`config.mk`:
```
export PLATFORM = sky130hd
export DESIGN_NAME = rgb_to_hsl_converter
export DESIGN_NICKNAME = d
export VERILOG_FILES = /design/src/sv/rgbhsl_pkg.sv /design/src/sv/rgbhsl_front.sv /design/src/sv/rgbhsl_queue.sv /design/src/sv/rgbhsl_div.sv /design/src/sv/rgbhsl_back.sv /design/src/sv/rgb_to_hsl_converter.sv
export SDC_FILE = /design/constraint.sdc
export NUM_CORES = 2
export LEC_CHECK = 0
export BUFFER_PORTS_ARGS = -buffer_cell sky130_fd_sc_hd__buf_4
export CAP_MARGIN = 20
export CORE_MARGIN = 2
export CORE_UTILIZATION = 55
export CTS_CLUSTER_DIAMETER = 60
export DETAILED_ROUTE_END_ITERATION = 6
export PLACE_DENSITY_LB_ADDON = 0.25
export SYNTH_ARGS = -nofsm -noshare
export SYNTH_HDL_FRONTEND = slang
export SYNTH_SLANG_ARGS = --single-unit
```
`constraint.sdc`:
```
create_clock -name clk -period 9 [get_ports clk]
set_input_delay 0.45 -clock clk [delete_from_list [all_inputs] [get_ports clk]]
set_output_delay 0.45 -clock clk [all_outputs]
set_load 0.005 [all_outputs]
```
`src/sv/rgbhsl_pkg.sv`:
```
// Package for the RGB to HSL converter: payload structs, internal work item
// and fixed arithmetic constants. No dependencies.
`default_nettype none

package rgbhsl_pkg;

  localparam int unsigned CHAN_W    = 8;
  localparam int unsigned HUE_W     = 15;
  localparam int unsigned LIGHT_W   = 9;
  localparam int unsigned HUE_NUM_W = 20;
  localparam int unsigned SAT_NUM_W = 16;
  localparam int unsigned QUO_W     = 12;

  localparam logic [HUE_W-1:0] HUE_SECTOR = 15'd3840;
  localparam logic [HUE_W-1:0] HUE_FULL   = 15'd23040;
  localparam logic [HUE_W-1:0] HUE_GREEN  = 15'd7680;
  localparam logic [HUE_W-1:0] HUE_BLUE   = 15'd15360;
  localparam logic [LIGHT_W-1:0] MID_LIGHT = 9'd255;

  typedef struct packed {
    logic [CHAN_W-1:0] red_in;
    logic [CHAN_W-1:0] green_in;
    logic [CHAN_W-1:0] blue_in;
  } pixel_t;

  typedef struct packed {
    logic [HUE_W-1:0]   hue_out;
    logic [CHAN_W-1:0]  saturation_out;
    logic [LIGHT_W-1:0] lightness_out;
  } hsl_t;

  typedef enum logic [1:0] {
    SECTOR_RED,
    SECTOR_GREEN,
    SECTOR_BLUE
  } sector_t;

  typedef struct packed {
    logic [HUE_NUM_W-1:0] hue_num;
    logic [SAT_NUM_W-1:0] sat_num;
    logic [CHAN_W-1:0]    chroma;
    logic [CHAN_W-1:0]    den;
    logic                 neg;
    sector_t              sector;
    logic                 grey;
    logic [LIGHT_W-1:0]   lightness;
  } work_t;

  typedef struct packed {
    logic               neg;
    sector_t            sector;
    logic [LIGHT_W-1:0] lightness;
  } hue_side_t;

endpackage

`default_nettype wire

```
`src/sv/rgbhsl_front.sv`:
```
// Front end of the RGB to HSL converter: takes pixel transfers, finds max,
// min and chroma, picks the hue sector and forms the dividends. Uses rgbhsl_pkg.
`default_nettype none

module rgbhsl_front (
  input  wire logic              clk,
  input  wire logic              rst,
  input  wire logic              start,
  input  wire rgbhsl_pkg::pixel_t pixel,
  output logic                   busy,
  input  wire logic              queue_full,
  output logic                   push,
  output rgbhsl_pkg::work_t      work
);

  logic                           vld;
  logic [rgbhsl_pkg::CHAN_W-1:0]  mx;
  logic [rgbhsl_pkg::CHAN_W-1:0]  mn;
  logic [rgbhsl_pkg::CHAN_W-1:0]  chroma;
  logic [rgbhsl_pkg::LIGHT_W-1:0] light;
  logic [rgbhsl_pkg::LIGHT_W-1:0] light_dev;
  logic [rgbhsl_pkg::CHAN_W:0]    diff;
  logic [rgbhsl_pkg::CHAN_W:0]    diff_abs;
  logic [rgbhsl_pkg::CHAN_W-1:0]  mag;
  rgbhsl_pkg::sector_t            sector;
  rgbhsl_pkg::work_t              work_next;
  logic                           accept;

  assign busy   = vld && queue_full;
  assign push   = vld && !queue_full;
  assign accept = start && !busy;

  always_comb begin
    mx = pixel.red_in;
    mn = pixel.red_in;
    if (pixel.green_in > mx) mx = pixel.green_in;
    if (pixel.blue_in > mx) mx = pixel.blue_in;
    if (pixel.green_in < mn) mn = pixel.green_in;
    if (pixel.blue_in < mn) mn = pixel.blue_in;
    chroma = mx - mn;
    light  = {1'b0, mx} + {1'b0, mn};
    light_dev = (light >= rgbhsl_pkg::MID_LIGHT) ? (light - rgbhsl_pkg::MID_LIGHT)
                                                 : (rgbhsl_pkg::MID_LIGHT - light);
    if (mx == pixel.red_in) begin
      sector = rgbhsl_pkg::SECTOR_RED;
      diff   = {1'b0, pixel.green_in} - {1'b0, pixel.blue_in};
    end else if (mx == pixel.green_in) begin
      sector = rgbhsl_pkg::SECTOR_GREEN;
      diff   = {1'b0, pixel.blue_in} - {1'b0, pixel.red_in};
    end else begin
      sector = rgbhsl_pkg::SECTOR_BLUE;
      diff   = {1'b0, pixel.red_in} - {1'b0, pixel.green_in};
    end
    diff_abs = diff[rgbhsl_pkg::CHAN_W] ? (~diff + 1'b1) : diff;
    mag      = diff_abs[rgbhsl_pkg::CHAN_W-1:0];

    work_next.hue_num   = rgbhsl_pkg::HUE_NUM_W'(mag) *
                          rgbhsl_pkg::HUE_NUM_W'(rgbhsl_pkg::HUE_SECTOR);
    work_next.sat_num   = rgbhsl_pkg::SAT_NUM_W'(chroma) * 16'd255;
    work_next.chroma    = chroma;
    work_next.den       = rgbhsl_pkg::CHAN_W'(rgbhsl_pkg::MID_LIGHT - light_dev);
    work_next.neg       = diff[rgbhsl_pkg::CHAN_W];
    work_next.sector    = sector;
    work_next.grey      = (chroma == '0);
    work_next.lightness = light;
  end

  always_ff @(posedge clk) begin
    if (rst) begin
      vld <= 1'b0;
    end else if (!busy) begin
      vld <= accept;
    end
    if (accept) begin
      work <= work_next;
    end
  end

endmodule

`default_nettype wire

```
`src/sv/rgbhsl_queue.sv`:
```
// Short queue between the converter's front and back ends. Register array
// with a fill count; read data is taken straight from the head entry.
`default_nettype none

module rgbhsl_queue #(
  parameter int unsigned DEPTH = 2
) (
  input  wire logic              clk,
  input  wire logic              rst,
  input  wire logic              push,
  input  wire rgbhsl_pkg::work_t wr_data,
  input  wire logic              pop,
  output logic                   full,
  output logic                   empty,
  output rgbhsl_pkg::work_t      rd_data
);

  localparam int unsigned PTR_W = (DEPTH > 1) ? $clog2(DEPTH) : 1;
  localparam int unsigned CNT_W = $clog2(DEPTH + 1);

  rgbhsl_pkg::work_t entries [DEPTH];
  logic [PTR_W-1:0]  wr_ptr;
  logic [PTR_W-1:0]  rd_ptr;
  logic [CNT_W-1:0]  count;
  logic              do_push;
  logic              do_pop;

  assign full    = (count == CNT_W'(DEPTH));
  assign empty   = (count == '0);
  assign do_push = push && !full;
  assign do_pop  = pop && !empty;
  assign rd_data = entries[rd_ptr];

  always_ff @(posedge clk) begin
    if (rst) begin
      wr_ptr <= '0;
      rd_ptr <= '0;
      count  <= '0;
    end else begin
      if (do_push) begin
        wr_ptr <= (wr_ptr == PTR_W'(DEPTH - 1)) ? '0 : wr_ptr + 1'b1;
      end
      if (do_pop) begin
        rd_ptr <= (rd_ptr == PTR_W'(DEPTH - 1)) ? '0 : rd_ptr + 1'b1;
      end
      if (do_push && !do_pop) begin
        count <= count + 1'b1;
      end else if (do_pop && !do_push) begin
        count <= count - 1'b1;
      end
    end
    if (do_push) begin
      entries[wr_ptr] <= wr_data;
    end
  end

endmodule

`default_nettype wire

```
`src/sv/rgbhsl_div.sv`:
```
// Pipelined restoring divider for the converter, one quotient bit per stage,
// with a sideband carried alongside. The quotient must fit in QUO_W bits.
`default_nettype none

module rgbhsl_div #(
  parameter int unsigned NUM_W  = 20,
  parameter int unsigned DEN_W  = 8,
  parameter int unsigned QUO_W  = 12,
  parameter int unsigned SIDE_W = 1
) (
  input  wire logic              clk,
  input  wire logic              rst,
  input  wire logic              in_vld,
  input  wire logic [NUM_W-1:0]  in_num,
  input  wire logic [DEN_W-1:0]  in_den,
  input  wire logic [SIDE_W-1:0] in_side,
  output logic                   out_vld,
  output logic [QUO_W-1:0]       out_quo,
  output logic                   out_rem_nz,
  output logic [SIDE_W-1:0]      out_side
);

  localparam int unsigned CMP_W = (NUM_W > DEN_W + QUO_W - 1) ? NUM_W
                                                              : DEN_W + QUO_W - 1;

  logic              vld_s  [QUO_W+1];
  logic [NUM_W-1:0]  rem_s  [QUO_W+1];
  logic [DEN_W-1:0]  den_s  [QUO_W+1];
  logic [QUO_W-1:0]  quo_s  [QUO_W+1];
  logic [SIDE_W-1:0] side_s [QUO_W+1];

  assign vld_s[0]  = in_vld;
  assign rem_s[0]  = in_num;
  assign den_s[0]  = in_den;
  assign quo_s[0]  = '0;
  assign side_s[0] = in_side;

  for (genvar k = 0; k < QUO_W; k++) begin : g_stage
    logic [CMP_W-1:0] rem_ext;
    logic [CMP_W-1:0] trial;
    logic             fits;

    assign rem_ext = CMP_W'(rem_s[k]);
    assign trial   = CMP_W'(den_s[k]) << (QUO_W - 1 - k);
    assign fits    = (rem_ext >= trial);

    always_ff @(posedge clk) begin
      if (rst) begin
        vld_s[k+1] <= 1'b0;
      end else begin
        vld_s[k+1] <= vld_s[k];
      end
      rem_s[k+1]  <= fits ? NUM_W'(rem_ext - trial) : rem_s[k];
      den_s[k+1]  <= den_s[k];
      quo_s[k+1]  <= {quo_s[k][QUO_W-2:0], fits};
      side_s[k+1] <= side_s[k];
    end
  end

  assign out_vld    = vld_s[QUO_W];
  assign out_quo    = quo_s[QUO_W];
  assign out_rem_nz = (rem_s[QUO_W] != '0);
  assign out_side   = side_s[QUO_W];

endmodule

`default_nettype wire

```
`src/sv/rgbhsl_back.sv`:
```
// Back end of the RGB to HSL converter: pops the queue when not empty, runs
// the hue and saturation dividers and registers the result. Uses rgbhsl_pkg.
`default_nettype none

module rgbhsl_back (
  input  wire logic              clk,
  input  wire logic              rst,
  input  wire logic              queue_empty,
  input  wire rgbhsl_pkg::work_t work,
  output logic                   pop,
  output logic                   done,
  output rgbhsl_pkg::hsl_t       result
);

  rgbhsl_pkg::hue_side_t            side_in;
  rgbhsl_pkg::hue_side_t            side_out;
  logic [$bits(rgbhsl_pkg::hue_side_t)-1:0] side_bits;
  logic                             hue_vld;
  logic                             sat_vld;
  logic [rgbhsl_pkg::QUO_W-1:0]     hue_quo;
  logic [rgbhsl_pkg::QUO_W-1:0]     sat_quo;
  logic                             hue_rem_nz;
  logic                             sat_rem_nz;
  logic                             grey_out;
  logic [rgbhsl_pkg::HUE_W-1:0]     base;
  logic [rgbhsl_pkg::HUE_W-1:0]     hue_raw;
  rgbhsl_pkg::hsl_t                 result_next;

  assign pop = !queue_empty;

  assign side_in.neg       = work.neg;
  assign side_in.sector    = work.sector;
  assign side_in.lightness = work.lightness;

  rgbhsl_div #(
    .NUM_W (rgbhsl_pkg::HUE_NUM_W),
    .DEN_W (rgbhsl_pkg::CHAN_W),
    .QUO_W (rgbhsl_pkg::QUO_W),
    .SIDE_W($bits(rgbhsl_pkg::hue_side_t))
  ) u_hue_div (
    .clk       (clk),
    .rst       (rst),
    .in_vld    (pop),
    .in_num    (work.hue_num),
    .in_den    (work.chroma),
    .in_side   (side_in),
    .out_vld   (hue_vld),
    .out_quo   (hue_quo),
    .out_rem_nz(hue_rem_nz),
    .out_side  (side_bits)
  );

  rgbhsl_div #(
    .NUM_W (rgbhsl_pkg::SAT_NUM_W),
    .DEN_W (rgbhsl_pkg::CHAN_W),
    .QUO_W (rgbhsl_pkg::QUO_W),
    .SIDE_W(1)
  ) u_sat_div (
    .clk       (clk),
    .rst       (rst),
    .in_vld    (pop),
    .in_num    (work.sat_num),
    .in_den    (work.den),
    .in_side   (work.grey),
    .out_vld   (sat_vld),
    .out_quo   (sat_quo),
    .out_rem_nz(sat_rem_nz),
    .out_side  (grey_out)
  );

  assign side_out = rgbhsl_pkg::hue_side_t'(side_bits);

  always_comb begin
    case (side_out.sector)
      rgbhsl_pkg::SECTOR_RED:   base = side_out.neg ? rgbhsl_pkg::HUE_FULL : '0;
      rgbhsl_pkg::SECTOR_GREEN: base = rgbhsl_pkg::HUE_GREEN;
      rgbhsl_pkg::SECTOR_BLUE:  base = rgbhsl_pkg::HUE_BLUE;
      default:                  base = '0;
    endcase
    // A negative numerator needs the ceiling of the quotient taken off.
    if (side_out.neg) begin
      hue_raw = base - rgbhsl_pkg::HUE_W'(hue_quo) - rgbhsl_pkg::HUE_W'(hue_rem_nz);
    end else begin
      hue_raw = base + rgbhsl_pkg::HUE_W'(hue_quo);
    end
    if (hue_raw >= rgbhsl_pkg::HUE_FULL) begin
      hue_raw = hue_raw - rgbhsl_pkg::HUE_FULL;
    end
    result_next.lightness_out  = side_out.lightness;
    result_next.hue_out        = grey_out ? '0 : hue_raw;
    // The remainder of the saturation divide plays no part in a floored result.
    result_next.saturation_out = (grey_out || (sat_rem_nz && 1'b0)) ? '0
                                 : sat_quo[rgbhsl_pkg::CHAN_W-1:0];
  end

  always_ff @(posedge clk) begin
    if (rst) begin
      done <= 1'b0;
    end else begin
      done <= hue_vld && sat_vld;
    end
    result <= result_next;
  end

endmodule

`default_nettype wire

```
`src/sv/rgb_to_hsl_converter.sv`:
```
// Top level of the RGB to HSL converter: front end, queue and back end.
// Depends on rgbhsl_pkg, rgbhsl_front, rgbhsl_queue and rgbhsl_back.
//
// A pixel transfer takes place at a rising edge where start is high and busy
// is low; one pixel may be transferred on every clock cycle. Each pixel gives
// one result, shown on result with done high for exactly one cycle, and
// results leave in the order pixels arrived. The receiver cannot stall the
// block, so the back end drains the queue on every cycle and busy stays low
// in operation. The latency is set by the two pipelined dividers for hue and
// saturation, which resolve one quotient bit per stage over twelve stages,
// plus the front register, the queue and the output register. Hue is in
// sixty-fourths of a degree, lightness is max plus min and a grey pixel
// gives zero hue and saturation.
`default_nettype none

module rgb_to_hsl_converter #(
  parameter int unsigned QUEUE_DEPTH = 2
) (
  input  wire logic               clk,
  input  wire logic               rst,
  input  wire logic               start,
  input  wire rgbhsl_pkg::pixel_t pixel,
  output logic                    busy,
  output logic                    done,
  output rgbhsl_pkg::hsl_t        result
);

  rgbhsl_pkg::work_t front_work;
  rgbhsl_pkg::work_t queue_work;
  logic              push;
  logic              pop;
  logic              queue_full;
  logic              queue_empty;

  rgbhsl_front u_front (
    .clk       (clk),
    .rst       (rst),
    .start     (start),
    .pixel     (pixel),
    .busy      (busy),
    .queue_full(queue_full),
    .push      (push),
    .work      (front_work)
  );

  rgbhsl_queue #(
    .DEPTH(QUEUE_DEPTH)
  ) u_queue (
    .clk    (clk),
    .rst    (rst),
    .push   (push),
    .wr_data(front_work),
    .pop    (pop),
    .full   (queue_full),
    .empty  (queue_empty),
    .rd_data(queue_work)
  );

  rgbhsl_back u_back (
    .clk        (clk),
    .rst        (rst),
    .queue_empty(queue_empty),
    .work       (queue_work),
    .pop        (pop),
    .done       (done),
    .result     (result)
  );

endmodule

`default_nettype wire

```
==> metrics.yaml <==
outcome: "finished clean"
max_slew_margin_pct: 29.2
start_kind: "input port"
synth_area_per_cell_um2: 10.9
rr_worst_depth: 21
min_to: "u_back.u_sat_div.out_vld$_SDFF_PP0_"
cts_hold_buf: 1
nNetsFinal: 4330
utilization_pct: 62.9
dpl_cell_area_mm2: 0.0427
cts_tree: "done"
yosysWarningCount: 0
cpMaxStageDelayCell: "fa_1"
diodes: 0
synth_ff_type: "dfxtp_1"
setup_viol: 0
cts_sinks: 982
rr_startpoint: "u_back.u_hue_div.rem_s[14]$_DFF_P_"
ys_types: 88
die_h_um: 276
vias_per_cell: 5.08
cts_setup_buffers: 0
arrival_ns: 8.91
ys_seq_area_share_pct: 52.1
synth.most_common_cell: "dfxtp_1"
synth-seq-cells: 982
crit_top_cell: "o21a_1"
synth_async_sr_flop_share_pct: 0
synth_top_area_cell: "dfxtp_1"
holdCritPathClass: "input port to flop"
hold_start: "rst"
drive_above_1_share_pct: 9.96
syn_area_mm2: 0.0408
synth.area.top_cells: "dfxtp_1, edfxtp_1, ha_1"
syn_inst: 3762
cp_top_family: "compound AO/OA/AOI/OAI gates"
cts.repair.resized: 0
hold_depth: 2
worstPathMaxFanout: 12
cts_root_buf: "clkbuf_16"
final-hold-violation-count: 0
synth_top_area_share_pct: 40.2
drv_cap: 0
place_congestion: 0.913
boundaryPins: 61
worst_pin_slew_ns: 1.06
overflow: 0
min_period_over_period_pct: 94.5
place_inst: 4773
instances_no_fill: 4953
synth-edff-count: 162
worstSkewPairLatency_ns: 0.66
clk_pin_slew_ns: 0.06
syn_nets: 4178
num_vias: 25200
rows: 99
grt_setup_unrepaired: "false"
reg2reg_slack_ns: 4.61
initial_utilization_pct: 55.8
grt_use_total_pct: 17.9
finClkSkew_ns: 0.0294
cts_buffers: 97
path_buf_inv: 6
areaGrowthSynthToFinish_pct: 12.8
final_max_slew_viol_count: 0
final.min_clock_period_ns: 8.50
fp.dieArea_mm2: 0.0764
slowest_delay_ns: 0.53
core_area_mm2: 0.0732
antenna_found_initial: 0
worstReg2RegEnd: "u_back.result[26]$_SDFF_PP0_"
first_pass_iters: 5
drtAntennaViolNets: 0
wl_per_cell_um: 13.8
h-tree-depth: 3
endpoint_kind: "flop"
worstPathRequired_ns: 9.41
synthTopCellsByCount: "dfxtp_1, inv_1, ha_1, nor2_1, a21oi_1"
grt_max_degree: 55
clockBufferDepth: 3
grt_pass1_wl_um: 115000
fmax_ghz: 0.118
drc_errors: 0
io_buffer_count: 60
drt-initial-drc-count: 1034
fin_tns_setup_ns: 0
die_w_um: 276
dpl.hpwl_um: 51000
routed_wl_um: 68400
first_global_vias: 25400
final_area_mm2: 0.0461
critPathKind: "input port to flop"
worst max path at each step:
stage | from | endpoint | slack, ns | cells past startpoint
after detailed placement | pixel[14] | u_front.work[44]$_DFFE_PP_ | -0.16 | 43
after global routing | pixel[10] | u_front.work[44]$_DFFE_PP_ | 0.03 | 42
final | pixel[14] | u_front.work[44]$_DFFE_PP_ | 0.50 | 43
after CTS | pixel[14] | u_front.work[44]$_DFFE_PP_ | 0.52 | 43
after global placement | pixel[14] | u_front.work[44]$_DFFE_PP_ | 0.09 | 43
after floorplan | pixel[14] | u_front.work[44]$_DFFE_PP_ | 0.006 | 45
area by class of cell:
type	count	area (µm²)
clock buffers	131	2730
clock inverters	48	601
fillers	5742	27100
inverters	408	1540
multi-input cells	2314	17900
flip-flops and latches	982	21300
well taps	959	1200
repair buffers	111	836
cells by family after synthesis:
group                    after synthesis  share of synthesized area, %
multiplexers                         117                          3.07
flip-flops                           982                          52.1
XOR/XNOR                             292                          6.39
buffers and inverters                466                          4.40
AND/OR/NAND/NOR                      811                          10.1
AO/OA/AOI/OAI                        702                          10.9
adder cells (fa/ha/maj)              392                          13.0
flip-flops by register name, indices dropped and copies added (netlist names), 28 cells and up, named ones only:
name / flops
u_back.result: 32
u_back.u_hue_div.den_s: 79
u_back.u_hue_div.g_stage.rem_ext: 160
u_back.u_hue_div.quo_s: 66
u_back.u_hue_div.side_s: 124
u_back.u_sat_div.den_s: 83
u_back.u_sat_div.g_stage.rem_ext: 165
u_back.u_sat_div.quo_s: 28
u_front.work: 54
u_queue.entries: 108
layer usage:
metal	up-vias	routed length [µm]	track usage, %	part of all wire (%)
met5	-	0	0	0
met2	326	36000	34.7	53
met1	11500	28000	19.1	41
met4	0	2350	7.48	3.4
li1	13200	-	-	-
met3	154	2070	2.71	3.0
placed cells by master (no fill, tap or decap), drive strengths merged, types with 118 or more instances in the layout:
cell | netlist | layout
a21o | 140 | 140
a21oi | 255 | 255
clkbuf | 39 | 131
dfxtp | 820 | 820
edfxtp | 162 | 162
ha | 332 | 332
inv | 407 | 415
nand2 | 140 | 140
nor2 | 264 | 264
o21ai | 147 | 147
xnor2 | 174 | 174
xor2 | 118 | 118
worst reg2reg max path: stages, from the launching register on:
cell and delay (ns):
dfxtp_1 0.30, nor4_1 0.34, nand3_1 0.16, nor2_1 0.17
ha_1 0.17, ha_1 0.18, inv_1 0.06, ha_1 0.20
o21bai_1 0.13, a21oi_1 0.11, o21bai_1 0.14, a21oi_1 0.12
o21bai_1 0.14, a21oi_1 0.11, xnor2_1 0.13, mux2i_1 0.41
ha_1 0.29, inv_1 0.06, a21o_1 0.17, a311oi_1 0.54
o21ai_0 0.15, nor3b_1 0.17
metrics by stage:
step	hold WS [ns]	setup WS (ns)
final	0.0949	0.495
after global routing	0.100	0.0349
after CTS	0.0672	0.521
after detailed placement	0.312	-0.163
after global placement	0.310	0.0855
after floorplan	0.310	0.00608
Power is not shown: default switching activity piles up to over one toggle a cycle in this logic, so the estimate is an artifact.
